==> config.mk <==
export PLATFORM = sky130hd
export DESIGN_NAME = partial_area_rotation_scatter_unit
export DESIGN_NICKNAME = d
export VERILOG_FILES = /design/src/hw/rtl/pars_pkg.sv /design/src/hw/rtl/pars_regs.sv /design/src/hw/rtl/pars_ctrl.sv /design/src/hw/rtl/pars_dp.sv /design/src/hw/rtl/partial_area_rotation_scatter_unit.sv
export VERILOG_INCLUDE_DIRS = /design/src /design/src/hw/rtl
export SDC_FILE = /design/constraint.sdc
export NUM_CORES = 1
export LEC_CHECK = 0
export BUFFER_PORTS_ARGS = -buffer_cell sky130_fd_sc_hd__buf_2
export CORE_MARGIN = 2
export CORE_UTILIZATION = 64
export CTS_BUF_LIST = sky130_fd_sc_hd__clkbuf_16
export CTS_CLUSTER_DIAMETER = 50
export DETAILED_ROUTE_END_ITERATION = 8
export HOLD_SLACK_MARGIN = 0.03
export PLACE_DENSITY = 0.95
export SLEW_MARGIN = 20
export SYNTH_ARGS = -nofsm -noshare
export SYNTH_HDL_FRONTEND = slang
export SYNTH_SLANG_ARGS = --single-unit
==> constraint.sdc <==
create_clock -name clk -period 12.37 [get_ports clk]
set_clock_uncertainty 0.1 [all_clocks]
set_input_delay 2.474 -clock clk [delete_from_list [all_inputs] [get_ports clk]]
set_output_delay 2.474 -clock clk [all_outputs]
set_load 0.02 [all_outputs]
==> src/hw/rtl/partial_area_rotation_scatter_unit_defines.svh <==
// Assertion helpers for the rotation scatter unit.
// Both macros sample on clk and are disabled while rst is high.
`ifndef PARTIAL_AREA_ROTATION_SCATTER_UNIT_DEFINES_SVH
`define PARTIAL_AREA_ROTATION_SCATTER_UNIT_DEFINES_SVH

// Consequent must hold in the same cycle as the antecedent.
`define PARS_ASSERT_SAME(label, ante, cons, msg) \
  label: assert property (@(posedge clk) disable iff (rst) (ante) |-> (cons)) \
    else $error(msg);

// Consequent must hold in the cycle after the antecedent.
`define PARS_ASSERT_NEXT(label, ante, cons, msg) \
  label: assert property (@(posedge clk) disable iff (rst) (ante) |=> (cons)) \
    else $error(msg);

`endif

==> src/hw/rtl/pars_pkg.sv <==
`default_nettype none

package pars_pkg;

  // Largest display side; coordinates wrap modulo this value
  localparam int MAX_SIDE = 1024;
  localparam int COORD_W  = $clog2(MAX_SIDE);
  localparam int SIZE_W   = COORD_W + 1;
  localparam int INDEX_W  = COORD_W + SIZE_W;
  localparam int COLOR_W  = 16;
  localparam int STEP_W   = 5;
  localparam int MAX_STEP = 16;
  localparam int REM_W    = $clog2(MAX_STEP);
  localparam int COUNT_W  = $clog2(SIZE_W);

  // Stream payload widths
  localparam int IN_FIELDS_W  = 4 * COORD_W + COLOR_W;
  localparam int IN_TDATA_W   = ((IN_FIELDS_W + 7) / 8) * 8;
  localparam int OUT_FIELDS_W = 2 * COORD_W + 2 * SIZE_W + INDEX_W + COLOR_W;
  localparam int OUT_TDATA_W  = ((OUT_FIELDS_W + 7) / 8) * 8;

  // Configuration port
  localparam int APB_DATA_W = 32;
  localparam int APB_ADDR_W = 4;
  localparam int REG_IDX_W  = 2;

  localparam logic [REG_IDX_W-1:0] REG_ROTATION = 2'd0;
  localparam logic [REG_IDX_W-1:0] REG_ROUNDING = 2'd1;
  localparam logic [REG_IDX_W-1:0] REG_SCR_W    = 2'd2;
  localparam logic [REG_IDX_W-1:0] REG_SCR_H    = 2'd3;

  // Item kinds on both sides
  localparam logic KIND_AREA  = 1'b0;
  localparam logic KIND_PIXEL = 1'b1;

  typedef enum logic [1:0] {
    ROT_NONE = 2'd0,
    ROT_90   = 2'd1,
    ROT_180  = 2'd2,
    ROT_270  = 2'd3
  } rot_mode_t;

  typedef enum logic [2:0] {
    ST_IDLE,
    ST_DIV,
    ST_HDR,
    ST_MUL,
    ST_PIX
  } ctrl_state_t;

  typedef struct packed {
    rot_mode_t           rotation_mode;
    logic [STEP_W-1:0]   rounding_step;
    logic [SIZE_W-1:0]   screen_width;
    logic [SIZE_W-1:0]   screen_height;
  } pars_cfg_t;

  typedef struct packed {
    logic accept_hdr;
    logic accept_pix;
    logic div_step;
    logic mul_step;
    logic load_hdr;
    logic load_pix;
  } pars_cmd_t;

  typedef struct packed {
    logic out_free;
  } pars_status_t;

endpackage

`default_nettype wire

==> src/hw/rtl/pars_regs.sv <==
`default_nettype none

module pars_regs (
  input  wire logic                           clk,
  input  wire logic                           rst,
  input  wire logic                           psel,
  input  wire logic                           penable,
  input  wire logic                           pwrite,
  input  wire logic [pars_pkg::APB_ADDR_W-1:0] paddr,
  input  wire logic [pars_pkg::APB_DATA_W-1:0] pwdata,
  output logic      [pars_pkg::APB_DATA_W-1:0] prdata,
  output logic                                pready,
  output pars_pkg::pars_cfg_t                 cfg
);
  import pars_pkg::*;

  logic [REG_IDX_W-1:0] reg_idx;
  logic                 wr_en;

  assign reg_idx = paddr[REG_IDX_W+1:2];
  assign wr_en   = psel && penable && pwrite;
  assign pready  = 1'b1;

  // Write registers on the access phase
  always_ff @(posedge clk) begin
    if (rst) begin
      cfg.rotation_mode <= ROT_NONE;
      cfg.rounding_step <= STEP_W'(1);
      cfg.screen_width  <= SIZE_W'(240);
      cfg.screen_height <= SIZE_W'(240);
    end else if (wr_en) begin
      unique case (reg_idx)
        REG_ROTATION: cfg.rotation_mode <= rot_mode_t'(pwdata[1:0]);
        REG_ROUNDING: cfg.rounding_step <= pwdata[STEP_W-1:0];
        REG_SCR_W:    cfg.screen_width  <= pwdata[SIZE_W-1:0];
        REG_SCR_H:    cfg.screen_height <= pwdata[SIZE_W-1:0];
        default:      ;
      endcase
    end
  end

  // Read back
  always_comb begin
    unique case (reg_idx)
      REG_ROTATION: prdata = APB_DATA_W'(cfg.rotation_mode);
      REG_ROUNDING: prdata = APB_DATA_W'(cfg.rounding_step);
      REG_SCR_W:    prdata = APB_DATA_W'(cfg.screen_width);
      REG_SCR_H:    prdata = APB_DATA_W'(cfg.screen_height);
      default:      prdata = '0;
    endcase
  end

endmodule

`default_nettype wire

==> src/hw/rtl/pars_ctrl.sv <==
`default_nettype none

module pars_ctrl (
  input  wire logic              clk,
  input  wire logic              rst,
  input  wire logic              in_valid,
  input  wire logic              in_kind,
  output logic                   in_ready,
  input  pars_pkg::pars_status_t status,
  output pars_pkg::pars_cmd_t    cmd
);
  import pars_pkg::*;

  localparam logic [COUNT_W-1:0] DIV_LAST = COUNT_W'(SIZE_W - 1);

  ctrl_state_t        state;
  ctrl_state_t        state_next;
  logic [COUNT_W-1:0] div_count;

  // State register and remainder step counter
  always_ff @(posedge clk) begin
    if (rst) begin
      state     <= ST_IDLE;
      div_count <= '0;
    end else begin
      state <= state_next;
      if (cmd.accept_hdr) begin
        div_count <= DIV_LAST;
      end else if (cmd.div_step && div_count != '0) begin
        div_count <= div_count - COUNT_W'(1);
      end
    end
  end

  // Next state
  always_comb begin
    state_next = state;
    unique case (state)
      ST_IDLE: begin
        if (in_valid) begin
          state_next = (in_kind == KIND_AREA) ? ST_DIV : ST_MUL;
        end
      end
      ST_DIV: begin
        if (div_count == '0) state_next = ST_HDR;
      end
      ST_HDR: begin
        if (status.out_free) state_next = ST_IDLE;
      end
      ST_MUL: state_next = ST_PIX;
      ST_PIX: begin
        if (status.out_free) state_next = ST_IDLE;
      end
      default: state_next = ST_IDLE;
    endcase
  end

  // Commands to the datapath
  always_comb begin
    in_ready       = (state == ST_IDLE);
    cmd.accept_hdr = (state == ST_IDLE) && in_valid && (in_kind == KIND_AREA);
    cmd.accept_pix = (state == ST_IDLE) && in_valid && (in_kind == KIND_PIXEL);
    cmd.div_step   = (state == ST_DIV);
    cmd.mul_step   = (state == ST_MUL);
    cmd.load_hdr   = (state == ST_HDR) && status.out_free;
    cmd.load_pix   = (state == ST_PIX) && status.out_free;
  end

endmodule

`default_nettype wire

==> src/hw/rtl/pars_dp.sv <==
`default_nettype none

module pars_dp (
  input  wire logic                         clk,
  input  wire logic                         rst,
  input  pars_pkg::pars_cfg_t               cfg,
  input  pars_pkg::pars_cmd_t               cmd,
  output pars_pkg::pars_status_t            status,
  input  wire logic [pars_pkg::COORD_W-1:0] in_left,
  input  wire logic [pars_pkg::COORD_W-1:0] in_top,
  input  wire logic [pars_pkg::COORD_W-1:0] in_right,
  input  wire logic [pars_pkg::COORD_W-1:0] in_bottom,
  input  wire logic [pars_pkg::COLOR_W-1:0] in_color,
  input  wire logic                         out_ready,
  output logic                              out_valid,
  output logic                              result_kind,
  output logic      [pars_pkg::COORD_W-1:0] out_x,
  output logic      [pars_pkg::COORD_W-1:0] out_y,
  output logic      [pars_pkg::SIZE_W-1:0]  out_width,
  output logic      [pars_pkg::SIZE_W-1:0]  out_height,
  output logic      [pars_pkg::INDEX_W-1:0] dest_index,
  output logic      [pars_pkg::COLOR_W-1:0] out_color
);
  import pars_pkg::*;

  // Area state
  logic [COORD_W-1:0] area_left;
  logic [COORD_W-1:0] area_top;
  logic [SIZE_W-1:0]  area_width;
  logic [SIZE_W-1:0]  area_height;
  logic [SIZE_W-1:0]  padded_height;
  logic [COORD_W-1:0] source_row;
  logic [COORD_W-1:0] source_col;

  // Remainder unit
  logic [SIZE_W-1:0]  div_shift;
  logic [REM_W-1:0]   div_rem;

  // Pixel pipeline
  logic [INDEX_W-1:0] prod;
  logic [COORD_W-1:0] addend;
  logic [COLOR_W-1:0] pix_color;

  logic [SIZE_W-1:0]  span_w;
  logic [SIZE_W-1:0]  span_h;
  logic [STEP_W-1:0]  step_eff;
  logic [STEP_W-1:0]  trial;
  logic               trial_ge;
  logic [STEP_W-1:0]  pad_add;
  logic [SIZE_W-1:0]  hr_calc;
  logic [COORD_W-1:0] flip_x;
  logic [COORD_W-1:0] flip_y;
  logic [COORD_W-1:0] hdr_x;
  logic [COORD_W-1:0] hdr_y;
  logic [SIZE_W-1:0]  hdr_w;
  logic [SIZE_W-1:0]  hdr_h;
  logic [COORD_W-1:0] mirror_h;
  logic [COORD_W-1:0] mirror_w;
  logic [COORD_W-1:0] mul_a;
  logic [SIZE_W-1:0]  mul_b;
  logic [COORD_W-1:0] mul_add;
  logic [SIZE_W-1:0]  col_inc;
  logic [SIZE_W-1:0]  row_inc;

  // Inclusive spans, zero when reversed
  assign span_w = (in_right >= in_left) ?
                  SIZE_W'(in_right) - SIZE_W'(in_left) + SIZE_W'(1) : '0;
  assign span_h = (in_bottom >= in_top) ?
                  SIZE_W'(in_bottom) - SIZE_W'(in_top) + SIZE_W'(1) : '0;

  // Clamp rounding step to 1..16
  always_comb begin
    priority if (cfg.rounding_step == '0) begin
      step_eff = STEP_W'(1);
    end else if (cfg.rounding_step > STEP_W'(MAX_STEP)) begin
      step_eff = STEP_W'(MAX_STEP);
    end else begin
      step_eff = cfg.rounding_step;
    end
  end

  // One restoring remainder step per cycle, height MSB first
  assign trial    = {div_rem, div_shift[SIZE_W-1]};
  assign trial_ge = (trial >= step_eff);

  // Round height up: add step minus remainder when not exact
  assign pad_add = (div_rem == '0) ? '0 : step_eff - STEP_W'(div_rem);
  assign hr_calc = area_height + SIZE_W'(pad_add);

  // Rotated origin and size
  assign flip_x = cfg.screen_height[COORD_W-1:0] - area_top - area_height[COORD_W-1:0];
  assign flip_y = cfg.screen_width[COORD_W-1:0] - area_left - area_width[COORD_W-1:0];

  always_comb begin
    unique case (cfg.rotation_mode)
      ROT_90: begin
        hdr_x = flip_x;    hdr_y = area_left;
        hdr_w = hr_calc;   hdr_h = area_width;
      end
      ROT_180: begin
        hdr_x = flip_y;    hdr_y = flip_x;
        hdr_w = area_width; hdr_h = area_height;
      end
      ROT_270: begin
        hdr_x = area_top;  hdr_y = flip_y;
        hdr_w = hr_calc;   hdr_h = area_width;
      end
      default: begin
        hdr_x = area_left; hdr_y = area_top;
        hdr_w = area_width; hdr_h = area_height;
      end
    endcase
  end

  // Mirrored coordinates wrap modulo the side limit
  assign mirror_h = area_height[COORD_W-1:0] - COORD_W'(1) - source_row;
  assign mirror_w = area_width[COORD_W-1:0] - COORD_W'(1) - source_col;

  // Multiplier operands for the destination index
  always_comb begin
    unique case (cfg.rotation_mode)
      ROT_90: begin
        mul_a = source_col; mul_b = padded_height; mul_add = mirror_h;
      end
      ROT_180: begin
        mul_a = mirror_h;   mul_b = area_width;    mul_add = mirror_w;
      end
      ROT_270: begin
        mul_a = mirror_w;   mul_b = padded_height; mul_add = source_row;
      end
      default: begin
        mul_a = source_row; mul_b = area_width;    mul_add = source_col;
      end
    endcase
  end

  assign col_inc = SIZE_W'(source_col) + SIZE_W'(1);
  assign row_inc = SIZE_W'(source_row) + SIZE_W'(1);

  // Area sizes, padded height and source position
  always_ff @(posedge clk) begin
    if (rst) begin
      area_width    <= '0;
      area_height   <= '0;
      padded_height <= '0;
      source_row    <= '0;
      source_col    <= '0;
    end else begin
      if (cmd.accept_hdr) begin
        area_width  <= span_w;
        area_height <= span_h;
        source_row  <= '0;
        source_col  <= '0;
      end
      if (cmd.load_hdr) begin
        padded_height <= hr_calc;
      end
      // Advance source position, wrapping inside the area
      if (cmd.mul_step) begin
        if (col_inc >= area_width) begin
          source_col <= '0;
          source_row <= (row_inc >= area_height) ? '0 : row_inc[COORD_W-1:0];
        end else begin
          source_col <= col_inc[COORD_W-1:0];
        end
      end
    end
  end

  always_ff @(posedge clk) begin
    if (cmd.accept_hdr) begin
      area_left <= in_left;
      area_top  <= in_top;
      div_shift <= span_h;
      div_rem   <= '0;
    end else if (cmd.div_step) begin
      div_shift <= div_shift << 1;
      div_rem   <= trial_ge ? REM_W'(trial - step_eff) : trial[REM_W-1:0];
    end
    if (cmd.accept_pix) begin
      pix_color <= in_color;
    end
    if (cmd.mul_step) begin
      prod   <= INDEX_W'(mul_a) * INDEX_W'(mul_b);
      addend <= mul_add;
    end
  end

  // Output register
  assign status.out_free = !out_valid || out_ready;

  always_ff @(posedge clk) begin
    if (rst) begin
      out_valid <= 1'b0;
    end else if (cmd.load_hdr || cmd.load_pix) begin
      out_valid <= 1'b1;
    end else if (out_ready) begin
      out_valid <= 1'b0;
    end
  end

  always_ff @(posedge clk) begin
    if (cmd.load_hdr) begin
      result_kind <= KIND_AREA;
      out_x       <= hdr_x;
      out_y       <= hdr_y;
      out_width   <= hdr_w;
      out_height  <= hdr_h;
      dest_index  <= '0;
      out_color   <= '0;
    end else if (cmd.load_pix) begin
      result_kind <= KIND_PIXEL;
      out_x       <= '0;
      out_y       <= '0;
      out_width   <= '0;
      out_height  <= '0;
      dest_index  <= prod + INDEX_W'(addend);
      out_color   <= pix_color;
    end
  end

endmodule

`default_nettype wire

==> src/hw/rtl/partial_area_rotation_scatter_unit.sv <==
// Area-start item: the 11-step remainder loop that rounds the height up runs
//   before the header state loads the result into the output register.
// Pixel item: operand select and multiply are registered, then the add loads the
//   output register; a new item is taken only after the last one is loaded.
// One item is in flight at a time; a finished result waits in the output register.
// Reset (rst, synchronous) returns registers to defaults and clears area sizes and source position.
`default_nettype none

`include "partial_area_rotation_scatter_unit_defines.svh"

module partial_area_rotation_scatter_unit (
  input  wire logic                             clk,
  input  wire logic                             rst,
  // Input stream
  input  wire logic                             s_axis_tvalid,
  output logic                                  s_axis_tready,
  // left[9:0], top[19:10], right[29:20], bottom[39:30], color[55:40]
  input  wire logic [pars_pkg::IN_TDATA_W-1:0]  s_axis_tdata,
  // kind[0]
  input  wire logic                             s_axis_tuser,
  // Result stream
  output logic                                  m_axis_tvalid,
  input  wire logic                             m_axis_tready,
  // out_x[9:0], out_y[19:10], out_width[30:20], out_height[41:31],
  // dest_index[62:42], out_color[78:63], zero[79]
  output logic      [pars_pkg::OUT_TDATA_W-1:0] m_axis_tdata,
  // result_kind[0]
  output logic                                  m_axis_tuser,
  // Configuration
  input  wire logic                             psel,
  input  wire logic                             penable,
  input  wire logic                             pwrite,
  input  wire logic [pars_pkg::APB_ADDR_W-1:0]  paddr,
  input  wire logic [pars_pkg::APB_DATA_W-1:0]  pwdata,
  output logic      [pars_pkg::APB_DATA_W-1:0]  prdata,
  output logic                                  pready
);
  import pars_pkg::*;

  pars_cfg_t          cfg;
  pars_cmd_t          cmd;
  pars_status_t       status;

  logic [COORD_W-1:0] out_x;
  logic [COORD_W-1:0] out_y;
  logic [SIZE_W-1:0]  out_width;
  logic [SIZE_W-1:0]  out_height;
  logic [INDEX_W-1:0] dest_index;
  logic [COLOR_W-1:0] out_color;

  pars_regs u_regs (
    .clk     (clk),
    .rst     (rst),
    .psel    (psel),
    .penable (penable),
    .pwrite  (pwrite),
    .paddr   (paddr),
    .pwdata  (pwdata),
    .prdata  (prdata),
    .pready  (pready),
    .cfg     (cfg)
  );

  pars_ctrl u_ctrl (
    .clk      (clk),
    .rst      (rst),
    .in_valid (s_axis_tvalid),
    .in_kind  (s_axis_tuser),
    .in_ready (s_axis_tready),
    .status   (status),
    .cmd      (cmd)
  );

  pars_dp u_dp (
    .clk         (clk),
    .rst         (rst),
    .cfg         (cfg),
    .cmd         (cmd),
    .status      (status),
    .in_left     (s_axis_tdata[COORD_W-1:0]),
    .in_top      (s_axis_tdata[2*COORD_W-1:COORD_W]),
    .in_right    (s_axis_tdata[3*COORD_W-1:2*COORD_W]),
    .in_bottom   (s_axis_tdata[4*COORD_W-1:3*COORD_W]),
    .in_color    (s_axis_tdata[4*COORD_W+COLOR_W-1:4*COORD_W]),
    .out_ready   (m_axis_tready),
    .out_valid   (m_axis_tvalid),
    .result_kind (m_axis_tuser),
    .out_x       (out_x),
    .out_y       (out_y),
    .out_width   (out_width),
    .out_height  (out_height),
    .dest_index  (dest_index),
    .out_color   (out_color)
  );

  // Pack result fields, lowest first
  assign m_axis_tdata = OUT_TDATA_W'({out_color, dest_index, out_height, out_width,
                                      out_y, out_x});

  // One transaction at a time: input closes right after an acceptance
  `PARS_ASSERT_NEXT(a_single_item, s_axis_tvalid && s_axis_tready, !s_axis_tready,
                    "input accepted while an item is in flight")

  // Output register is loaded only when it is empty or draining
  `PARS_ASSERT_SAME(a_no_overwrite, cmd.load_hdr || cmd.load_pix,
                    !m_axis_tvalid || m_axis_tready,
                    "result register overwritten before transfer")

  // A taken result with no reload leaves the output empty
  `PARS_ASSERT_NEXT(a_drain, m_axis_tvalid && m_axis_tready && !cmd.load_hdr && !cmd.load_pix,
                    !m_axis_tvalid, "result repeated after transfer")

endmodule

`default_nettype wire

==> Implementation_results.wiki <==
{| class="wikitable"
! Metric !! Value
|-
| Number of primary I/O pins || around 220
|-
| Switching portion of total power || around a third
|-
| Cell depth of the worst min-delay path || 2
|-
| Number of H-tree levels || 1
|-
| Clock-pin slew on the worst setup and hold paths || roughly 70 ps
|-
| Signal arrival time at the worst endpoint || about 8300 ps
|-
| Fill cell count || ~2000
|-
| Cts hold-fix bufs || 0
|-
| Total standard cell area after synthesis || roughly 19000 um2
|-
| Count of final max-slew check failures || 0
|-
| Hold_ws || approximately 360 ps
|-
| Synthesis Warnings || 0
|-
| Net count reported at finish || 2678
|-
| PD cells || around 110 nW/um2
|-
| Max-cap violation count || 0
|-
| Beginning of the worst register-to-register path || u_dp.area_width[0]
|-
| Unrepaired setup endpoints after global routing || no
|-
| Reg2Reg Depth || 25
|-
| Routability Congestion || around 1
|-
| Horizontal die dimension || 178 um
|-
| WL/cell || 20.4 um
|-
| Vias in the first global route || 17223
|-
| Main synth FF type || sky130_fd_sc_hd__dfxtp_1
|-
| Final core utilization || between 70% and 80%
|-
| Data required time of the worst path || about 13000 ps
|-
| Post-CTS Repair Setup Buffers || 0
|-
| Initial standard-cell utilization of the core || about 65%
|-
| Wire length after detailed routing || roughly 55 mm
|-
| First-pass GRT wire length || about 88 mm
|-
| Area taken by flip-flops and latches || around 6300 um2
|-
| Worst min-delay path category || register to register
|-
| Share of layout cells above drive strength 1 || a little under an eighth
|-
| Via density per instance || ~6.3
|-
| CP max FO || 7
|-
| Crit share post-route || about two thirds
|-
| Clock Latency Late Sink || around 590 ps
|-
| Cell chosen for the clock root || sky130_fd_sc_hd__clkbuf_16
|-
| Floorplan die height || roughly 180 um
|-
| Peak Freq || roughly 0.12 GHz
|-
| Max_slew headroom || ~33%
|-
| Post-synthesis sequential area ratio || 32.1%
|-
| Area post-placement || 20500 um2
|-
| Number of gates resized after CTS || 0
|-
| Launch point of the critical path || u_dp.area_width[0]
|-
| Iteration-0 DRC Markers || around 1700
|-
| Final number of hold-violating endpoints || 0
|-
| Buffers added on ports || around 170
|-
| Part of the power in registers || between 40% and 50%
|-
| Sinks on Clock Net || around 250
|-
| Time the worst path needs with I/O delays and setup || around 8100 ps
|-
| Maximum root-to-sink buffer count || 3
|-
| Antenna cells || 0
|-
| Clock share of power || between 30% and 40%
|-
| Initial antenna violation count || 2
|-
| Area of the multi-input gates || 11900 um2
|-
| Die area || approximately 32000 um2
|-
| EDFF count, synth || 120
|-
| Standard cell core area || around 30000 um2
|-
| Number of cells in the design after placement || 2644
|-
| Pleak || around 9.5 nW
|-
| Number of synthesized register bits || between 200 and 300
|-
| Gate count of the mapped netlist || between 2000 and 2500
|-
| Status || complete, no violations
|-
| Startpoint of the worst hold path || u_dp.result_kind
|-
| Standard-cell row count || 63
|-
| TNS Setup || 0 ps
|-
| Sort of element at the start of the critical path || register
|-
| Pin count of the biggest net entering global routing || 81
|-
| Net switching power || about 0.79 mW
|-
| Endpoint class of the critical path || register
|-
| Area growth from synthesis to layout || 10.8%
|-
| Internal power of the cells || approximately 1.6 mW
|-
| Overall global routing resource usage || 35.1%
|-
| TritonCTS clock tree || built
|-
| Fraction of registers with async set/reset || 0%
|-
| Via count || 16929
|-
| Combinational share of power || between 20 and 25%
|-
| Maximum ir drop on the vdd rail || about 120 uV
|-
| Gr ovfl total || 0
|-
| Post-route design area || approximately 22000 um2
|-
| Setup Viol. Count Final || 0
|-
| Total clock buffers created by CTS || 31
|-
| Initial DRT Pass Iterations || 6
|-
| Per-instance average area after synthesis || just over 9 um2
|-
| DP HPWL || just over 40 mm
|-
| Post-DRT Antenna Nets || 0
|-
| Tightest Pin Transition || 988 ps
|-
| Type of the setup path with the least slack || register to register
|-
| Number of remaining DRC errors || 0
|-
| Final standard cell count with taps included and fillers excluded || 2702
|-
| Count of distinct cell types in the synthesized netlist || around 80
|}
per-layer routing:
layer / track usage, % / routed length, um
met1: 44.2 / 20700
met2: 58.7 / 25700
met3: 6.82 / 6340
met4: 16.0 / 2540
met5: 0 / 0
final timing paths:
check / endpoint / slack [ps]
setup / recovery: u_dp.prod[20] / 4260
hold / removal: u_dp.result_kind / 360
setup reg to reg: u_dp.prod[20] / 4260
hold reg to reg: u_dp.result_kind / 360
per-stage QoR:
stage / setup WS, ps / total power, mW
6_report: 4260 / 2.41
5_1_grt: 3830 / 2.50
4_1_cts: 4410 / 2.40
3_5_place_dp: 4470 / 1.53
3_3_place_gp: 4630 / 1.50
2_1_floorplan: 5400 / 1.37
final cells by class:
cell class	count	share of cell area [%]
multi-input combinational	1570	55.3
timing repair buffer	188	4.59
clock buffer	31	3.60
inverter	244	4.25
tap	390	2.27
sequential	252	29.0
clock inverter	27	0.994
logic make-up after synthesis:
| group | count (synthesis) | share of synthesized area [%] |
|---|---|---|
| fa+ha+maj | 291 | 22.7 |
| other cells | 2 | 0.0386 |
| flops | 252 | 32.1 |
| mux | 60 | 3.58 |
| buf+inv | 340 | 7.11 |
| simple gates | 626 | 14.5 |
| xor+xnor | 106 | 4.78 |
| compound gates | 464 | 15.2 |
cell usage in the layout, fill, tap and decap left out, types with 7 or more instances in the layout:
master and count:
sky130_fd_sc_hd__o21ai_0 102, sky130_fd_sc_hd__nor3_1 38, sky130_fd_sc_hd__a21boi_0 8, sky130_fd_sc_hd__a211oi_1 32, sky130_fd_sc_hd__or3_1 10, sky130_fd_sc_hd__a21o_1 32, sky130_fd_sc_hd__buf_4 19, sky130_fd_sc_hd__fa_1 104
sky130_fd_sc_hd__ha_1 187, sky130_fd_sc_hd__o21a_1 8, sky130_fd_sc_hd__mux4_2 7, sky130_fd_sc_hd__a211o_1 10, sky130_fd_sc_hd__xor2_1 23, sky130_fd_sc_hd__nand4_1 11, sky130_fd_sc_hd__mux2i_1 47, sky130_fd_sc_hd__and3_1 14
sky130_fd_sc_hd__nand3b_1 9, sky130_fd_sc_hd__xnor2_1 83, sky130_fd_sc_hd__a31oi_1 13, sky130_fd_sc_hd__nand3_1 34, sky130_fd_sc_hd__buf_2 169, sky130_fd_sc_hd__o21ai_1 7, sky130_fd_sc_hd__conb_1 23, sky130_fd_sc_hd__nand2_1 247
sky130_fd_sc_hd__and2_1 17, sky130_fd_sc_hd__a22o_1 31, sky130_fd_sc_hd__o31ai_1 8, sky130_fd_sc_hd__dfxtp_1 130, sky130_fd_sc_hd__a22oi_1 7, sky130_fd_sc_hd__or2_2 8, sky130_fd_sc_hd__edfxtp_1 120, sky130_fd_sc_hd__a21oi_1 148
sky130_fd_sc_hd__nor2_1 180, sky130_fd_sc_hd__nor2b_1 27, sky130_fd_sc_hd__clkbuf_16 31, sky130_fd_sc_hd__nand2b_1 7, sky130_fd_sc_hd__inv_1 250
cell usage after synthesis (32+ instances only):
| library cell | count | area, um2 |
|---|---|---|
| sky130_fd_sc_hd__a211oi_1 | 32 | 240 |
| sky130_fd_sc_hd__a21o_1 | 32 | 240 |
| sky130_fd_sc_hd__a21oi_1 | 148 | 741 |
| sky130_fd_sc_hd__clkbuf_1 | 52 | 195 |
| sky130_fd_sc_hd__dfxtp_1 | 132 | 2640 |
| sky130_fd_sc_hd__edfxtp_1 | 120 | 3600 |
| sky130_fd_sc_hd__fa_1 | 104 | 2080 |
| sky130_fd_sc_hd__ha_1 | 187 | 2340 |
| sky130_fd_sc_hd__inv_1 | 243 | 912 |
| sky130_fd_sc_hd__mux2i_1 | 47 | 470 |
| sky130_fd_sc_hd__nand2_1 | 247 | 927 |
| sky130_fd_sc_hd__nand3_1 | 35 | 175 |
| sky130_fd_sc_hd__nor2_1 | 181 | 679 |
| sky130_fd_sc_hd__nor3_1 | 38 | 190 |
| sky130_fd_sc_hd__o21ai_0 | 103 | 515 |
| sky130_fd_sc_hd__xnor2_1 | 83 | 727 |
power by group through the flow:
stage	Sequential (mW)	Combinational [mW]	Clock [mW]
floorplan	1.01	0.367	0
global placement	0.987	0.510	0
detailed placement	0.992	0.537	0
CTS	0.975	0.546	0.879
global route	0.981	0.610	0.912
finish	0.977	0.558	0.879
state kept, by name, indices dropped and copies added, names as in the netlist, 3 cells and up:
signal / count
u_ctrl.div_count: 4
u_ctrl.state: 3
u_dp.addend: 10
u_dp.area_height: 11
u_dp.area_left: 10
u_dp.area_top: 10
u_dp.area_width: 11
u_dp.dest_index: 21
u_dp.div_rem: 4
u_dp.div_shift: 11
u_dp.out_color: 16
u_dp.out_height: 11
u_dp.out_width: 11
u_dp.out_x: 10
u_dp.out_y: 10
u_dp.padded_height: 11
u_dp.pix_color: 16
u_dp.prod: 21
u_dp.source_col: 10
u_dp.source_row: 10
u_regs.cfg: 29
worst max-delay path, cell delays in order, from the launching register on:
cell                        delay (ps)
sky130_fd_sc_hd__dfxtp_1           470
sky130_fd_sc_hd__ha_1              320
sky130_fd_sc_hd__fa_1              430
sky130_fd_sc_hd__a211oi_1          390
sky130_fd_sc_hd__o21bai_1          120
sky130_fd_sc_hd__a21oi_1           190
sky130_fd_sc_hd__xnor2_1           140
sky130_fd_sc_hd__nand2_1           130
sky130_fd_sc_hd__a32oi_1           660
sky130_fd_sc_hd__nand2_1           170
sky130_fd_sc_hd__fa_1              570
sky130_fd_sc_hd__inv_1              60
sky130_fd_sc_hd__fa_1              480
sky130_fd_sc_hd__fa_1              530
sky130_fd_sc_hd__fa_1              560
sky130_fd_sc_hd__inv_1              60
sky130_fd_sc_hd__fa_1              520
sky130_fd_sc_hd__inv_1              40
sky130_fd_sc_hd__ha_1              380
sky130_fd_sc_hd__and3_1            190
sky130_fd_sc_hd__o311a_1           170
sky130_fd_sc_hd__o21ai_0           140
sky130_fd_sc_hd__o2bb2ai_1         220
sky130_fd_sc_hd__o41ai_1           490
sky130_fd_sc_hd__a21oi_1           170
sky130_fd_sc_hd__xnor2_1           150
Power figures use the tool's default switching activity.
